`src/design/dfs_pkg.sv`:
```
// Shared types and constants for the debug frame serializer.
package dfs_pkg;

    localparam int CHANNELS_DEF = 8;
    localparam int IDX_W        = 3;
    localparam int SAMPLE_W     = 16;
    localparam int BYTE_W       = 8;
    localparam int SUM_W        = 16;

    localparam logic MODE_WRITE = 1'b0;
    localparam logic MODE_SEND  = 1'b1;

    localparam logic [SUM_W-1:0]  SUM_SEED   = 16'h0067;
    localparam logic [BYTE_W-1:0] SUM_MASK   = 8'h3D;
    localparam logic [BYTE_W-1:0] HEAD_FIRST = 8'h3C;
    localparam logic [BYTE_W-1:0] HEAD_NEXT  = 8'hDD;
    localparam logic [BYTE_W-1:0] TAIL_FIRST = 8'h88;
    localparam logic [BYTE_W-1:0] TAIL_NEXT  = 8'h99;

    typedef enum logic [3:0] {
        ST_IDLE,
        ST_HEAD0,
        ST_HEAD1,
        ST_COUNT,
        ST_DATA,
        ST_SUM_HI,
        ST_SUM_LO,
        ST_TAIL0,
        ST_TAIL1
    } state_t;

    typedef struct packed {
        logic              clear;
        logic              add;
        logic [BYTE_W-1:0] data;
    } sum_ctrl_t;

endpackage

```
`src/design/dfs_store.sv`:
```
// Channel value store, cleared at reset, one write and one read port.
module dfs_store #(
    parameter int CHANNELS = dfs_pkg::CHANNELS_DEF,
    parameter int CH_W     = (CHANNELS > 1) ? $clog2(CHANNELS) : 1
) (
    input  logic                          aclk,
    input  logic                          aresetn,
    input  logic                          wr_en,
    input  logic [dfs_pkg::IDX_W-1:0]     wr_index,
    input  logic [dfs_pkg::SAMPLE_W-1:0]  wr_data,
    input  logic [CH_W-1:0]               rd_index,
    output logic [dfs_pkg::SAMPLE_W-1:0]  rd_data
);

    logic [dfs_pkg::SAMPLE_W-1:0] store_reg [CHANNELS];

    // Writes beyond the store match no entry and are dropped.
    always_ff @(posedge aclk) begin
        for (int i = 0; i < CHANNELS; i++) begin
            if (!aresetn) begin
                store_reg[i] <= '0;
            end else if (wr_en && (32'(wr_index) == i)) begin
                store_reg[i] <= wr_data;
            end
        end
    end

    assign rd_data = store_reg[rd_index];

endmodule

```
`src/design/dfs_checksum.sv`:
```
// Checksum accumulator: adds one masked byte per step.
module dfs_checksum (
    input  logic                       aclk,
    input  logic                       aresetn,
    input  dfs_pkg::sum_ctrl_t         ctrl,
    output logic [dfs_pkg::SUM_W-1:0]  sum
);

    logic [dfs_pkg::SUM_W-1:0] sum_reg;
    logic [dfs_pkg::SUM_W-1:0] sum_next;

    always_comb begin
        sum_next = sum_reg;
        if (ctrl.clear) begin
            sum_next = dfs_pkg::SUM_SEED;
        end else if (ctrl.add) begin
            sum_next = sum_reg
                     + dfs_pkg::SUM_W'(ctrl.data ^ dfs_pkg::SUM_MASK);
        end
    end

    always_ff @(posedge aclk) begin
        if (!aresetn) begin
            sum_reg <= dfs_pkg::SUM_SEED;
        end else begin
            sum_reg <= sum_next;
        end
    end

    assign sum = sum_reg;

endmodule

```
`src/design/dfs_seq.sv`:
```
// Frame sequencer: walks the frame one byte per step into the output register.
module dfs_seq #(
    parameter int CHANNELS = dfs_pkg::CHANNELS_DEF,
    parameter int CH_W     = (CHANNELS > 1) ? $clog2(CHANNELS) : 1
) (
    input  logic                          aclk,
    input  logic                          aresetn,
    input  logic                          start,
    output logic                          idle,
    output logic [CH_W-1:0]               rd_index,
    input  logic [dfs_pkg::SAMPLE_W-1:0]  rd_data,
    input  logic [dfs_pkg::SUM_W-1:0]     sum,
    output dfs_pkg::sum_ctrl_t            sum_ctrl,
    output logic                          m_valid,
    input  logic                          m_ready,
    output logic [dfs_pkg::BYTE_W-1:0]    m_byte,
    output logic                          m_last
);

    dfs_pkg::state_t state_reg, state_next;

    logic [CH_W-1:0]             ch_reg, ch_next;
    logic                        half_reg, half_next;
    logic                        m_valid_reg, m_valid_next;
    logic [dfs_pkg::BYTE_W-1:0]  m_byte_reg, m_byte_next;
    logic                        m_last_reg, m_last_next;
    logic                        load;
    logic                        data_done;
    logic [dfs_pkg::BYTE_W-1:0]  data_byte;

    // Output register takes a new byte when empty or being drained.
    assign load      = !m_valid_reg || m_ready;
    assign data_done = (ch_reg == CH_W'(CHANNELS - 1)) && half_reg;
    assign data_byte = half_reg ? rd_data[7:0] : rd_data[15:8];

    always_comb begin
        state_next = state_reg;
        unique case (state_reg)
            dfs_pkg::ST_IDLE:   if (start) state_next = dfs_pkg::ST_HEAD0;
            dfs_pkg::ST_HEAD0:  if (load) state_next = dfs_pkg::ST_HEAD1;
            dfs_pkg::ST_HEAD1:  if (load) state_next = dfs_pkg::ST_COUNT;
            dfs_pkg::ST_COUNT:  if (load) state_next = dfs_pkg::ST_DATA;
            dfs_pkg::ST_DATA:   if (load && data_done) state_next = dfs_pkg::ST_SUM_HI;
            dfs_pkg::ST_SUM_HI: if (load) state_next = dfs_pkg::ST_SUM_LO;
            dfs_pkg::ST_SUM_LO: if (load) state_next = dfs_pkg::ST_TAIL0;
            dfs_pkg::ST_TAIL0:  if (load) state_next = dfs_pkg::ST_TAIL1;
            dfs_pkg::ST_TAIL1:  if (load) state_next = dfs_pkg::ST_IDLE;
            default:            state_next = dfs_pkg::ST_IDLE;
        endcase
    end

    always_comb begin
        ch_next        = ch_reg;
        half_next      = half_reg;
        m_valid_next   = m_valid_reg && !m_ready;
        m_byte_next    = m_byte_reg;
        m_last_next    = m_last_reg;
        sum_ctrl.clear = 1'b0;
        sum_ctrl.add   = 1'b0;
        sum_ctrl.data  = data_byte;
        unique case (state_reg)
            dfs_pkg::ST_IDLE: begin
                ch_next        = '0;
                half_next      = 1'b0;
                sum_ctrl.clear = start;
            end
            dfs_pkg::ST_HEAD0: begin
                if (load) begin
                    m_valid_next = 1'b1;
                    m_byte_next  = dfs_pkg::HEAD_FIRST;
                    m_last_next  = 1'b0;
                end
            end
            dfs_pkg::ST_HEAD1: begin
                if (load) begin
                    m_valid_next = 1'b1;
                    m_byte_next  = dfs_pkg::HEAD_NEXT;
                    m_last_next  = 1'b0;
                end
            end
            dfs_pkg::ST_COUNT: begin
                if (load) begin
                    m_valid_next = 1'b1;
                    m_byte_next  = dfs_pkg::BYTE_W'(CHANNELS);
                    m_last_next  = 1'b0;
                end
            end
            dfs_pkg::ST_DATA: begin
                if (load) begin
                    m_valid_next = 1'b1;
                    m_byte_next  = data_byte;
                    m_last_next  = 1'b0;
                    sum_ctrl.add = 1'b1;
                    half_next    = !half_reg;
                    if (half_reg && !data_done) begin
                        ch_next = ch_reg + CH_W'(1);
                    end
                end
            end
            dfs_pkg::ST_SUM_HI: begin
                if (load) begin
                    m_valid_next = 1'b1;
                    m_byte_next  = sum[15:8];
                    m_last_next  = 1'b0;
                end
            end
            dfs_pkg::ST_SUM_LO: begin
                if (load) begin
                    m_valid_next = 1'b1;
                    m_byte_next  = sum[7:0];
                    m_last_next  = 1'b0;
                end
            end
            dfs_pkg::ST_TAIL0: begin
                if (load) begin
                    m_valid_next = 1'b1;
                    m_byte_next  = dfs_pkg::TAIL_FIRST;
                    m_last_next  = 1'b0;
                end
            end
            dfs_pkg::ST_TAIL1: begin
                if (load) begin
                    m_valid_next = 1'b1;
                    m_byte_next  = dfs_pkg::TAIL_NEXT;
                    m_last_next  = 1'b1;
                end
            end
            default: begin
                ch_next = '0;
            end
        endcase
    end

    always_ff @(posedge aclk) begin
        if (!aresetn) begin
            state_reg   <= dfs_pkg::ST_IDLE;
            ch_reg      <= '0;
            half_reg    <= 1'b0;
            m_valid_reg <= 1'b0;
        end else begin
            state_reg   <= state_next;
            ch_reg      <= ch_next;
            half_reg    <= half_next;
            m_valid_reg <= m_valid_next;
        end
    end

    always_ff @(posedge aclk) begin
        m_byte_reg <= m_byte_next;
        m_last_reg <= m_last_next;
    end

    assign idle     = (state_reg == dfs_pkg::ST_IDLE);
    assign rd_index = ch_reg;
    assign m_valid  = m_valid_reg;
    assign m_byte   = m_byte_reg;
    assign m_last   = m_last_reg;

endmodule

```
`src/design/debug_frame_serializer_unit.sv`:
```
// Top level of the debug frame serializer.
//
// Input channel (s_): one request per item. mode 0 stores s_sample_value in
// the channel slot s_channel_index (slots at or beyond CHANNELS are dropped)
// and produces no output. mode 1 sends one frame of 2*CHANNELS+7 bytes:
// 3C DD, channel count, each channel high then low byte, 16-bit checksum
// high byte first, then 88 99 with m_frame_last set on the final byte.
// Output channel (m_): one byte per request, from an output register.
// A send request holds s_ready low while the sequencer walks the frame, one
// byte per cycle while the receiver keeps m_ready high, adding each channel
// data byte into the checksum adder. The sequencer enters ST_HEAD0 the cycle
// after the send is accepted and loads the first byte into the output
// register from there once the register is free. The
// next request is taken as soon as the last byte is loaded, while it still
// waits in the output register. When the receiver stalls, the sequencer
// holds its position and the output register holds its byte. Reset clears
// the channel store to zero, empties the output register and returns the
// sequencer to idle.
module debug_frame_serializer_unit #(
    parameter int CHANNELS = dfs_pkg::CHANNELS_DEF
) (
    input  logic                          aclk,
    input  logic                          aresetn,
    input  logic                          s_valid,
    output logic                          s_ready,
    input  logic                          s_mode,
    input  logic [dfs_pkg::IDX_W-1:0]     s_channel_index,
    input  logic signed [dfs_pkg::SAMPLE_W-1:0] s_sample_value,
    output logic                          m_valid,
    input  logic                          m_ready,
    output logic [dfs_pkg::BYTE_W-1:0]    m_frame_byte,
    output logic                          m_frame_last
);

    localparam int CH_W = (CHANNELS > 1) ? $clog2(CHANNELS) : 1;

    logic                         accept;
    logic                         wr_en;
    logic                         start;
    logic                         idle;
    logic [CH_W-1:0]              rd_index;
    logic [dfs_pkg::SAMPLE_W-1:0] rd_data;
    logic [dfs_pkg::SUM_W-1:0]    sum;
    dfs_pkg::sum_ctrl_t           sum_ctrl;

    assign s_ready = idle;
    assign accept  = s_valid && s_ready;
    assign wr_en   = accept && (s_mode == dfs_pkg::MODE_WRITE);
    assign start   = accept && (s_mode == dfs_pkg::MODE_SEND);

    dfs_store #(
        .CHANNELS (CHANNELS),
        .CH_W     (CH_W)
    ) u_store (
        .aclk     (aclk),
        .aresetn  (aresetn),
        .wr_en    (wr_en),
        .wr_index (s_channel_index),
        .wr_data  (s_sample_value),
        .rd_index (rd_index),
        .rd_data  (rd_data)
    );

    dfs_checksum u_checksum (
        .aclk    (aclk),
        .aresetn (aresetn),
        .ctrl    (sum_ctrl),
        .sum     (sum)
    );

    dfs_seq #(
        .CHANNELS (CHANNELS),
        .CH_W     (CH_W)
    ) u_seq (
        .aclk     (aclk),
        .aresetn  (aresetn),
        .start    (start),
        .idle     (idle),
        .rd_index (rd_index),
        .rd_data  (rd_data),
        .sum      (sum),
        .sum_ctrl (sum_ctrl),
        .m_valid  (m_valid),
        .m_ready  (m_ready),
        .m_byte   (m_frame_byte),
        .m_last   (m_frame_last)
    );

endmodule

```
`config.mk`:
```
export PLATFORM = sky130hd
export DESIGN_NAME = debug_frame_serializer_unit
export DESIGN_NICKNAME = d
export VERILOG_FILES = /design/src/design/dfs_pkg.sv /design/src/design/dfs_store.sv /design/src/design/dfs_checksum.sv /design/src/design/dfs_seq.sv /design/src/design/debug_frame_serializer_unit.sv
export SDC_FILE = /design/constraint.sdc
export NUM_CORES = 1
export LEC_CHECK = 0
export ABC_CLOCK_PERIOD_IN_PS = 5800
export BUFFER_PORTS_ARGS = -buffer_cell sky130_fd_sc_hd__buf_2
export CAP_MARGIN = 30
export CORE_MARGIN = 3
export CORE_UTILIZATION = 66
export DETAILED_ROUTE_END_ITERATION = 12
export PLACE_DENSITY = 0.82
export REMOVE_ABC_BUFFERS = 1
export SYNTH_ARGS = -nofsm -noshare
export SYNTH_HDL_FRONTEND = slang
export SYNTH_SLANG_ARGS = --single-unit
```
`constraint.sdc`:
```
create_clock -name aclk -period 5.8 [get_ports aclk]
set_input_delay 1.16 -clock aclk [delete_from_list [all_inputs] [get_ports aclk]]
set_output_delay 1.16 -clock aclk [all_outputs]
set_load 0.01 [all_outputs]
```
# After elaboration in Yosys (flattened, before gate mapping)
# Memory sizes are Yosys's and may differ from the RTL's. A register that Yosys moved wholly into a read port is not among the register bits.
# Cells that the tools add are included.
# word_totals
reg_bits,34
ramBits,128
elab_cells,152
memories,1
# op_classes
n_addsub,2
n_eq_ne,28
muxes,68
bitwise_logic,12
reduce_logical,34
# mem_list
memory,depth,width,rd,rd_clocked_by_memory_dff,wr,line_no,source
u_store.store_reg,8,16,1,1,8,dfs_store.sv:15,logic [dfs_pkg::SAMPLE_W-1:0] store_reg [CHANNELS];
# ops
operator,n
$mux W16,8
$mux W8,9
$pmux W8 S8,1
$mux W4,9
$pmux W4 S9,1
$mux W1,33
$ne A2 B1 Y1 const B,12
$reduce_and A9 Y1,2
$add A16 B8 Y16,1
$eq A4 B3 Y1 const B,4
$eq A3 B3 Y1 const B,5
$logic_and A1 B1 Y1,15
$reduce_or A7 Y1,2
$mux W3,4
$eq A4 B2 Y1 const B,2
$or A1 B1 Y1,8
$reduce_bool A8 Y1,1
$reduce_or A8 Y1,1
$eq A3 B2 Y1 const B,2
$pmux W3 S2,1
$reduce_and A3 Y1,2
$not A5 Y5,1
$eq A4 B1 Y1 const B,1
$eq A4 B4 Y1 const B,1
other kinds (11),18

# Logic depth before layout (Yosys ltp)
# Gate-level depths: netlist (run 1).
# logic_depth
ltp_word,9
ltp_mapped,15
mapped_depth_nobuf,13

# Cells and area by module
# From an unflattened synthesis (run 1), not the netlist that was laid out.
# hier_totals
hier_cells,643
hier_area_um2,8229.1
# modules_own_cells
mod,n_inst,cells_each,area_per_inst_um2
dfs_store,1,374,5809.3
dfs_checksum,1,150,1224.9
dfs_seq,1,117,1178.6
debug_frame_serializer_unit,1,2,16.3

# Least setup slack after synthesis (run 1)
# No wires, ideal clock.
# synth_timing
path_kind,input-to-reg
start,input s_mode
end,memory u_store.store_reg[0][0] in the netlist's numbering (enable)
arrival_time_ns,3.135
setup_slack_ns,2.251
stages,3
path_buffers,1
cell_sequence,or4b_1 -> clkbuf_1 -> o31ai_1
# synth_lines
element,line_no,source
"start, declared",debug_frame_serializer_unit.sv:26,"input logic s_mode,"
"end, declared",dfs_store.sv:15,

==> flow_metrics.py, run 1 <==
metrics = {
    "logic_synthesis": {
        "synth_fa_ha_area_share_pct": 1.85,
        "synth_area_um2": 7850,
        "synth_top_family_by_area": "simple AND/OR/NAND/NOR gates",
        "synth-async-reset-ratio_pct": 0,
        "syn-instance-count": 597,
        "synth_enable_flop_cells": 137,
        "synth_ff_type": "edfxtp_1",
        "synth-xor-area-share_pct": 1.34,
        "seq_area_frac_synth_pct": 59.5,
        "post_synth.cell_area_avg_um2": 13.1,
        "synth-seq-cells": 165,
        "synth_compound_area_share_pct": 6.41,
        "yosys_warnings": 0,
        "ys_types": 52,
        "synthMuxAreaShare_pct": 11.4,
        "synthSimpleGateAreaFrac_pct": 17.3,
    },
    "clocking": {
        "cts_hold_buf": 0,
        "cts_max_level": 4,
        "cts_buffers": 17,
        "cts_tree": "yes",
        "cts_buffer_depth": 2,
        "ctsResizeCount": 0,
        "clock_latency_ns": 0.43,
        "clk_pin_slew_ns": 0.06,
        "cts_setup_buffers": 0,
        "cts.sinks": 165,
        "root_buffer": "clkbuf_16",
    },
    "die": {
        "die_area_um2": 13200,
        "core_area_um2": 11500,
        "io_pins": 35,
        "die_w_um": 115,
        "start_util_pct": 68.2,
        "die_h_um": 115,
        "rows": 39,
    },
    "global_routing": {
        "grt_pass1_vias": 5077,
        "grt_max_degree": 33,
        "antenna_found_initial": 0,
        "grt_usage_pct": 28.7,
        "grt-ovfl-total": 0,
        "grt_pass1_wl_um": 27600,
    },
    "detailed_routing": {
        "drt-initial-drc-count": 707,
        "wl_per_cell_um": 22.3,
        "finalWirelength_um": 17600,
        "route.detailed.drc": 0,
        "routed-via-count": 5028,
        "postRouteAntennaNets": 0,
        "vias_per_cell": 6.36,
        "firstDrtPassIters": 5,
    },
    "timing": {
        "skew_ns": 0.00865,
        "max_freq_mhz": 246,
        "relSlewSlack_pct": 30.7,
        "tns_ns": 0,
        "finalMaxSlewViolations": 0,
        "setup_ws_ns": 1.74,
        "worst_pin_slew_ns": 1.03,
        "period_share_pct": 70.0,
        "period_minus_slack_ns": 4.06,
        "hold_viol": 0,
        "grt_setup_unrepaired": "false",
        "setup_viol": 0,
    },
    "power_and_ir_drop": {
        "pwr_density_cell_nw_per_um2": 343,
        "vdd_drop_max_mv": 0.285,
        "power_leakage_uw": 0.00319,
        "power.total_uw": 3030,
    },
    "layout": {
        "antennaDiodeCount": 0,
        "n_fill_cell": 712,
        "multiInputGateArea_um2": 3030,
        "utilization_pct": 76.7,
        "mostFrequentLayoutCells": "137 x edfxtp_1, 129 x and2_1, 35 x mux4_2",
        "final_common_cell": "edfxtp_1",
        "seq_area_um2": 4680,
        "syn_to_final_growth_pct": 12.5,
        "final_layout_size_suffix_gt1_share_pct": 19.9,
        "final_nets": 670,
        "largest_reg_flops": 128,
    },
    "worst_setup_path": {
        "setup.worst_path.class": "reg -> reg",
        "critPathLaunchType": "flop",
        "end_kind": "flop",
        "crit_required_ns": 6.12,
        "arrival_ns": 4.38,
        "path_max_fanout": 21,
    },
    "place": {
        "port_buffers": 34,
        "routabilityCongestion": 0.909,
        "dpl.hpwl_um": 11000,
        "pre_cts_slack_ns": 1.72,
    },
    "run": {
        "max-cap-violations": 0,
    },
    "outcome": {
        "status": "completed",
    },
    "worst_hold_path": {
        "hp-class": "reg -> reg",
    },
}
## cell type report
cell class	instances	share of cell area [%]
clock inverter	13	1.46
inverter	8	0.340
tap	143	2.03
clock buffer	19	4.90
timing repair buffer	53	4.08
multi-input combinational	390	34.3
sequential	165	52.9
## where the power goes
part / internal [uW] / switching (uW)
Clock: 630 / 448
Combinational: 193 / 294
Sequential: 1390 / 70.4
Total: 2220 / 812
## metrics by stage
step	cells	instance area [um2]	hold slack, ns
floorplan	563	7710	0.449
global placement	756	8200	0.463
detailed placement	759	8270	0.477
CTS	791	8830	0.484
global route	791	8830	0.503
finish	791	8830	0.489
## cell usage after synthesis (all sizes together), types with 2 or more instances
master / n / area share (%)
nand3b: 3 / 0.29
o22ai: 2 / 0.16
o31ai: 2 / 0.19
buf: 12 / 0.70
a21boi: 3 / 0.29
and2: 129 / 10
nand2: 34 / 1.6
o2111ai: 3 / 0.33
xnor2: 11 / 1.2
inv: 8 / 0.38
o211ai: 3 / 0.29
mux4: 35 / 10
ha: 10 / 1.6
o21ai: 25 / 1.6
a211oi: 6 / 0.57
a21oi: 24 / 1.5
o31a: 2 / 0.22
nor4: 2 / 0.16
nand3: 6 / 0.38
or4b: 2 / 0.26
nand4: 2 / 0.16
edfxtp: 137 / 52
nor3b: 3 / 0.29
clkbuf: 22 / 1.1
dfxtp: 28 / 7.1
nor3: 11 / 0.77
nor2: 26 / 1.3
nand2b: 4 / 0.32
nor2b: 12 / 0.96
mux2i: 5 / 0.64
mux2: 5 / 0.72
a221o: 2 / 0.26
o21a: 4 / 0.38
## per-layer routing
metal | vias up | global-route usage, % | share of wire [%]
li1 | 2274 | - | -
met1 | 2495 | 36.3 | 39
met2 | 220 | 47.9 | 52
met3 | 39 | 7.53 | 6.7
met4 | 0 | 11.1 | 2.4
met5 | - | 0 | 0
## final timing paths
kind | from | end | slack [ns] | depth (start not counted)
setup / recovery | flop | u_checksum.sum[10] | 1.74 | 12
hold / removal | u_checksum.sum[4] | u_checksum.sum[4] | 0.49 | 2
setup reg to reg | flop | u_checksum.sum[10] | 1.74 | 12
hold reg to reg | u_checksum.sum[4] | u_checksum.sum[4] | 0.49 | 2
## logic make-up (layout without fill, tap and decap cells)
kind of cell | after synthesis | in the layout
AOI/OAI and AO/OA | 82 | 82
xor gates and xnor gates | 12 | 12
adders and majority gates | 11 | 11
buffers and inverters | 42 | 93
DFF | 165 | 165
muxes | 45 | 45
and+or+nand+nor | 240 | 240
## worst max-delay path: stages, from the launching register on
cell      delay (ns)
dfxtp_2         0.82
buf_4           0.39
mux4_2          0.54
mux2i_1         0.20
nand2_1         0.11
o21ai_0         0.30
fa_1            0.30
nor2b_1         0.08
o31a_1          0.26
o21ai_0         0.51
a211oi_1        0.19
xnor2_1         0.19
nor2_1          0.05
Power figures use the tool's default switching activity.
==> run 2: changes to the inputs <==
--- a/config.mk
+++ b/config.mk
@@ -5,13 +5,14 @@
 export SDC_FILE = /design/constraint.sdc
 export NUM_CORES = 1
 export LEC_CHECK = 0
-export ABC_CLOCK_PERIOD_IN_PS = 5800
+export ABC_AREA = 1
+export ABC_CLOCK_PERIOD_IN_PS = 3950
 export BUFFER_PORTS_ARGS = -buffer_cell sky130_fd_sc_hd__buf_2
 export CAP_MARGIN = 30
 export CORE_MARGIN = 3
-export CORE_UTILIZATION = 66
+export CORE_UTILIZATION = 62
 export DETAILED_ROUTE_END_ITERATION = 12
-export PLACE_DENSITY = 0.82
+export PLACE_DENSITY = 0.77
 export REMOVE_ABC_BUFFERS = 1
 export SYNTH_ARGS = -nofsm -noshare
 export SYNTH_HDL_FRONTEND = slang
==> constraint.sdc (replaced) <==
create_clock -name aclk -period 3.95 [get_ports aclk]
set_input_delay 0.79 -clock aclk [delete_from_list [all_inputs] [get_ports aclk]]
set_output_delay 0.79 -clock aclk [all_outputs]
set_load 0.01 [all_outputs]
==> run 2 against run 1 <==
Net effect: via count up 26%; clock power increased by 78%; first-iteration DRC count fell by 5.7%; die area grew 12%; sequential cell count stayed put; sequential share of layout area fell by 2.4 points; cell area grew 4.8%; wire length up 9.6%; combinational power rose to 3.7 times the previous value; non-clock buffer count shrank 6; largest power group unchanged; highest routed layer unchanged.
==> flow_metrics.py, run 2 <==
metrics = {
    "place": {
        "routabilityCongestion": 0.932,
        "dpl-instance-area_um2": 8570,
        "port_buffers": 34,
        "dp_cells": 1097,
        "dpl.hpwl_um": 12200,
    },
    "worst_setup_path": {
        "crit_top_cell": "nand2_1",
        "crit_required_ns": 4.28,
        "crit_cells": 13,
        "setup.worst_path.class": "reg -> reg",
        "path_cells": "clkinv_1, nand3_1, nand2_1, inv_1, ha_1, inv_1, fa_1, o21ai_0, nand2_1, nand2_1, nand2_1, o21ai_0, nor2_1",
        "end_kind": "flop",
        "critPathBufInv": 3,
        "reg2reg_depth": 13,
        "critPathLaunchType": "flop",
        "path_max_fanout": 12,
        "max_stage_delay_ns": 0.66,
        "crit_family": "simple AND/OR/NAND/NOR gates",
        "arrival_ns": 3.63,
        "slowest_stage": "dfxtp_1",
    },
    "timing": {
        "hold_viol": 0,
        "setup_viol": 0,
        "worst_pin_slew_ns": 0.930,
        "grt_setup_unrepaired": "false",
        "skew_ns": 0.00517,
        "finalMaxSlewViolations": 0,
        "period_share_pct": 83.6,
        "period_minus_slack_ns": 3.30,
        "max_freq_mhz": 303,
        "relSlewSlack_pct": 37.8,
    },
    "layout": {
        "layout.cells.non_filler": 1129,
        "stdcell_area_um2": 9260,
        "mostFrequentLayoutCells": "164 x nor2_1, 146 x inv_1, 138 x nand2_1",
        "final_layout_size_suffix_gt1_share_pct": 10.8,
        "syn_to_final_growth_pct": 11.4,
        "final_common_cell": "nor2_1",
        "final_nets": 979,
        "largest_reg_flops": 128,
        "antennaDiodeCount": 0,
    },
    "outcome": {
        "status": "completed",
    },
    "clocking": {
        "root_buffer": "clkbuf_16",
        "cts_tree": "yes",
        "cts_buffers": 17,
        "ctsResizeCount": 0,
        "cts_max_level": 4,
        "clock_latency_ns": 0.44,
        "cts_hold_buf": 0,
        "cts_buffer_depth": 2,
        "clk_pin_slew_ns": 0.06,
        "cts.sinks": 165,
        "cts_setup_buffers": 0,
    },
    "die": {
        "rows": 41,
        "die_w_um": 122,
        "start_util_pct": 64.5,
        "die_area_um2": 14800,
        "io_pins": 35,
        "die_h_um": 122,
        "core_area_um2": 12900,
    },
    "detailed_routing": {
        "route.detailed.drc": 0,
        "finalWirelength_um": 19300,
        "postRouteAntennaNets": 0,
        "firstDrtPassIters": 5,
        "vias_per_cell": 5.62,
        "drt-initial-drc-count": 667,
        "routed-via-count": 6344,
        "wl_per_cell_um": 17.1,
    },
    "global_routing": {
        "antenna_found_initial": 0,
        "grt_usage_pct": 27.6,
        "grt_pass1_wl_um": 30700,
        "grt_pass1_vias": 6074,
        "grt-ovfl-total": 0,
        "grt_max_degree": 81,
    },
    "logic_synthesis": {
        "post_synth.cell_area_avg_um2": 9.06,
        "synth-seq-cells": 165,
        "yosys_warnings": 0,
        "seq_area_frac_synth_pct": 56.3,
        "synth_area_um2": 8310,
        "yosys-top-cells-area": "edfxtp_1 50%, nor2_1 7.4%, dfxtp_1 6.7%",
        "synth-async-reset-ratio_pct": 0,
        "ys_types": 33,
        "synth_top_area_cell": "edfxtp_1",
        "synth_ff_type": "edfxtp_1",
        "synth_common_cells": "164 x nor2_1, 146 x inv_1, 138 x nand2_1, 137 x edfxtp_1, 68 x nand3_1",
        "synth_enable_flop_cells": 137,
        "synth.top_cell.area_share_pct": 49.5,
        "synth_most_common_cell": "nor2_1",
        "syn-instance-count": 917,
    },
    "power_and_ir_drop": {
        "vdd_drop_max_mv": 0.352,
        "power_leakage_uw": 0.00388,
        "pwr_density_cell_nw_per_um2": 651,
    },
    "worst_hold_path": {
        "hold_depth": 2,
        "hp-class": "reg -> reg",
    },
    "run": {
        "max-cap-violations": 0,
    },
}
run 2: cell count changes in the layout (fill, tap and decap cells not counted), moves of 9 or more:
cell / before / now
a21oi_1: 24 / 58
and2_1: 129 / 0
inv_1: 8 / 146
mux4_2: 35 / 0
nand2_1: 34 / 138
nand3_1: 6 / 68
nor2_1: 25 / 164
nor2b_1: 12 / 0
o211ai_1: 3 / 36
o21ai_0: 19 / 47
xnor2_1: 11 / 2
run 2: metal layers:
layer	track usage, %	share of wire (%)	vias up
met4	10.8	2.0	0
met1	36.8	42	2972
met3	5.94	8.2	35
met2	44.6	48	264
li1	-	-	3073
met5	0	0	-
run 2: kinds of logic (layout without fill, tap and decap cells):
family | Yosys count | count (layout) | synth area share (%)
buf+inv | 187 | 227 | 9.52
xor+xnor | 4 | 4 | 0.422
simple gates | 397 | 397 | 21.6
flops | 165 | 165 | 56.3
compound gates | 153 | 153 | 10.5
fa+ha+maj | 11 | 11 | 1.75
run 2: final cells by class:
cell class / count / area (um2)
clock buffer: 19 / 433
clock inverter: 13 / 254
tap: 172 / 215
multi-input combinational: 565 / 2860
timing repair buffer: 47 / 268
inverter: 148 / 556
sequential: 165 / 4680
fill: 985 / 3620
run 2: where the power goes:
group,internal (uW),switching (uW),total (uW)
Clock,1250,672,1920
Combinational,619,1200,1820
Sequential,2100,185,2290
run 2: final timing paths:
kind | from | end | slack, ns
setup reg to reg | u_seq.half_reg | u_checksum.sum[10] | 0.65
setup / recovery | u_seq.half_reg | u_checksum.sum[10] | 0.65
hold reg to reg | u_checksum.sum[14] | u_checksum.sum[14] | 0.51
hold / removal | u_checksum.sum[14] | u_checksum.sum[14] | 0.51
run 2: per-stage QoR:
step | util, % | hold WS, ns | total power [uW] | TNS, ns | worst slack, ns
floorplan | - | 0.465 | 3610 | -1.41 | -0.352
global placement | 66.6 | 0.482 | 4070 | 0 | 0.811
detailed placement | 66.6 | 0.494 | 4100 | 0 | 0.696
CTS | 71.9 | 0.508 | 6010 | 0 | 0.685
global route | 71.9 | 0.553 | 6370 | 0 | 0.286
finish | 71.9 | 0.508 | 6030 | 0 | 0.650
run 2: tightest hold or removal path, cell delays in order, from the launching register on:
cell     delay (ns)
dfxtp_1        0.34
a21oi_1        0.05
nor2_1         0.09
==> run 3: changes to the inputs <==
--- a/config.mk
+++ b/config.mk
@@ -5,14 +5,14 @@
 export SDC_FILE = /design/constraint.sdc
 export NUM_CORES = 1
 export LEC_CHECK = 0
-export ABC_AREA = 1
-export ABC_CLOCK_PERIOD_IN_PS = 3950
+export ABC_AREA = 0
+export ABC_CLOCK_PERIOD_IN_PS = 3000
 export BUFFER_PORTS_ARGS = -buffer_cell sky130_fd_sc_hd__buf_2
 export CAP_MARGIN = 30
 export CORE_MARGIN = 3
-export CORE_UTILIZATION = 62
+export CORE_UTILIZATION = 56
 export DETAILED_ROUTE_END_ITERATION = 12
-export PLACE_DENSITY = 0.77
+export PLACE_DENSITY = 0.73
 export REMOVE_ABC_BUFFERS = 1
 export SYNTH_ARGS = -nofsm -noshare
 export SYNTH_HDL_FRONTEND = slang
==> constraint.sdc (replaced) <==
create_clock -name aclk -period 3 [get_ports aclk]
set_input_delay 0.6 -clock aclk [delete_from_list [all_inputs] [get_ports aclk]]
set_output_delay 0.6 -clock aclk [all_outputs]
set_load 0.01 [all_outputs]
==> run 3 against run 2 <==
Net effect: non-clock buffer count rose by 48; hold slack lost 0.013 ns; sequential cell count stayed put; critical endpoint unchanged; critical path depth is 1 higher; largest cell class unchanged; clock-buffer cell count down 1; the run now ends with setup timing left.
==> flow_metrics.py, run 3 (synthesis results as in run 1) <==
metrics = {
    "place": {
        "pre_cts_slack_ns": -0.435,
        "port_buffers": 34,
        "dpl.hpwl_um": 11500,
        "routabilityCongestion": 1.00,
    },
    "timing": {
        "worst_pin_slew_ns": 0.789,
        "setup_ws_ns": -0.0887,
        "relSlewSlack_pct": 46.9,
        "setup_viol": 5,
        "skew_ns": 0.0117,
        "finalMaxSlewViolations": 0,
        "tns_ns": -0.247,
        "hold_viol": 0,
        "period_minus_slack_ns": 3.09,
        "grt_setup_unrepaired": "true",
        "max_freq_mhz": 324,
        "period_share_pct": 103,
    },
    "clocking": {
        "cts.sinks": 165,
        "cts_max_level": 4,
        "cts_hold_buf": 0,
        "root_buffer": "clkbuf_16",
        "cts_buffers": 17,
        "clock_latency_ns": 0.44,
        "cts_tree": "yes",
        "clk_pin_slew_ns": 0.06,
        "cts_buffer_depth": 2,
    },
    "worst_setup_path": {
        "arrival_ns": 3.41,
        "path_max_fanout": 7,
        "critPathBufInv": 2,
        "crit_family": "multiplexers",
        "max_stage_delay_ns": 0.55,
        "slowest_stage": "mux4_2",
        "rr_endpoint": "u_checksum.sum[10]",
        "setup.worst_path.class": "reg -> reg",
        "r2r_slack_ns": -0.09,
        "end_kind": "flop",
        "reg2reg_depth": 14,
        "cp-endpoint": "u_checksum.sum[10]",
        "path_cells": "mux4_2, mux2i_2, nor2_2, a21oi_4, ha_4, inv_2, fa_2, nor2b_4, o31a_1, o21ai_1, buf_4, a211oi_4, xnor2_1, nor2_1",
        "crit_cells": 14,
        "critPathLaunchType": "flop",
        "crit_required_ns": 3.32,
    },
    "power_and_ir_drop": {
        "p_clk_share_pct": 34.9,
        "vdd_drop_max_mv": 0.508,
        "cellInternalPower_uw": 4450,
        "netSwitchingFraction_pct": 27.6,
        "combPwrFrac_pct": 20.0,
        "pwr_density_cell_nw_per_um2": 655,
        "power_leakage_uw": 0.00342,
        "switchingPower_uw": 1700,
        "pwr-share-seq_pct": 45.1,
    },
    "worst_hold_path": {
        "hold_start": "u_seq.rd_index[2]",
        "hp-class": "reg -> reg",
    },
    "outcome": {
        "violations": "setup timing",
        "status": "finished with violations",
    },
    "die": {
        "start_util_pct": 58.4,
        "die_h_um": 124,
        "core_area_um2": 13500,
        "io_pins": 35,
        "die_area_um2": 15500,
        "rows": 42,
        "die_w_um": 124,
    },
    "detailed_routing": {
        "finalWirelength_um": 18300,
        "wl_per_cell_um": 21.1,
        "postRouteAntennaNets": 0,
        "firstDrtPassIters": 6,
        "vias_per_cell": 5.98,
        "routed-via-count": 5182,
        "drt-initial-drc-count": 525,
        "route.detailed.drc": 0,
    },
    "global_routing": {
        "grt_usage_pct": 24.4,
        "grt-ovfl-total": 0,
        "grt_pass1_wl_um": 28700,
        "antenna_found_initial": 0,
        "grt_pass1_vias": 5269,
        "grt_max_degree": 24,
    },
    "layout": {
        "n_fill_cell": 963,
        "largest_reg_flops": 128,
        "final_nets": 712,
        "final_layout_size_suffix_gt1_share_pct": 29.1,
        "final_common_cell": "edfxtp_1",
        "mostFrequentLayoutCells": "137 x edfxtp_1, 129 x and2_1, 57 x buf_4",
        "antennaDiodeCount": 0,
        "syn_to_final_growth_pct": 19.6,
    },
    "run": {
        "max-cap-violations": 0,
    },
}
## run 3: cell count changes in the layout (fill, tap and decap cells not counted), sizes merged, moves of 9 or more
cell / delta
buf: +48
nor2: -148
inv: -135
nand3: -71
mux4: +35
xnor2: +9
and2: +129
o21ai: -28
nand2: -106
a21oi: -34
nor2b: +12
o211ai: -33
## run 3: final cells by class
class / count / area [um2] / area share, %
Multi-Input combinational cell: 390 / 3210 / 34.2
Timing Repair Buffer: 95 / 664 / 7.08
Tap cell: 176 / 220 / 2.35
Clock inverter: 14 / 150 / 1.60
Clock buffer: 18 / 429 / 4.57
Sequential cell: 165 / 4680 / 49.9
Inverter: 8 / 30.0 / 0.320
## run 3: metrics by stage
step	power, uW	utilization [%]	instances	hold WS (ns)	cell area (um2)
CTS	6100	69.2	865	0.495	9310
floorplan	3460	-	563	0.449	7710
finish	6150	69.8	866	0.495	9390
global placement	3880	63.7	828	0.477	8570
detailed placement	3910	63.7	828	0.478	8570
global route	6390	69.8	866	0.520	9390
## run 3: worst reg2reg max path, cell delays in order, from the launching register on
cell	delay [ns]
dfxtp_4	0.44
mux4_2	0.55
mux2i_2	0.19
nor2_2	0.08
a21oi_4	0.17
ha_4	0.16
inv_2	0.03
fa_2	0.36
nor2b_4	0.14
o31a_1	0.18
o21ai_1	0.09
buf_4	0.18
a211oi_4	0.22
xnor2_1	0.14
nor2_1	0.05
## run 3: worst min-delay path by stage
stage / endpoint / cells past startpoint / slack (ns)
floorplan: u_checksum.sum[4] / 2 / 0.45
global placement: u_checksum.sum[4] / 2 / 0.48
detailed placement: u_checksum.sum[4] / 2 / 0.48
CTS: u_store.store_reg[0][9] / 2 / 0.50
global route: u_store.store_reg[3][9] / 2 / 0.52
finish: flop / 2 / 0.50
## run 3: power groups by stage
stage	registers, uW	clock network (uW)	logic (uW)
after floorplan	2880	0	583
after global placement	2810	0	1070
after detailed placement	2820	0	1100
after CTS	2770	2160	1170
after global routing	2790	2270	1340
final	2770	2150	1230
## run 3: repair_timing
item,4_1_cts,5_1_grt
setup endpoints to repair,13,13
pin swaps,4,2
resized for setup,35,14
cloned,0,0
buffers inserted,5,1
## run 3: per-layer routing
metal | up-vias | GRT usage [%] | part of all wire, %
met3 | 50 | 5.70 | 6.5
li1 | 2367 | - | -
met4 | 0 | 10.8 | 3.2
met2 | 207 | 41.4 | 51
met5 | - | 0 | 0
met1 | 2558 | 30.0 | 39
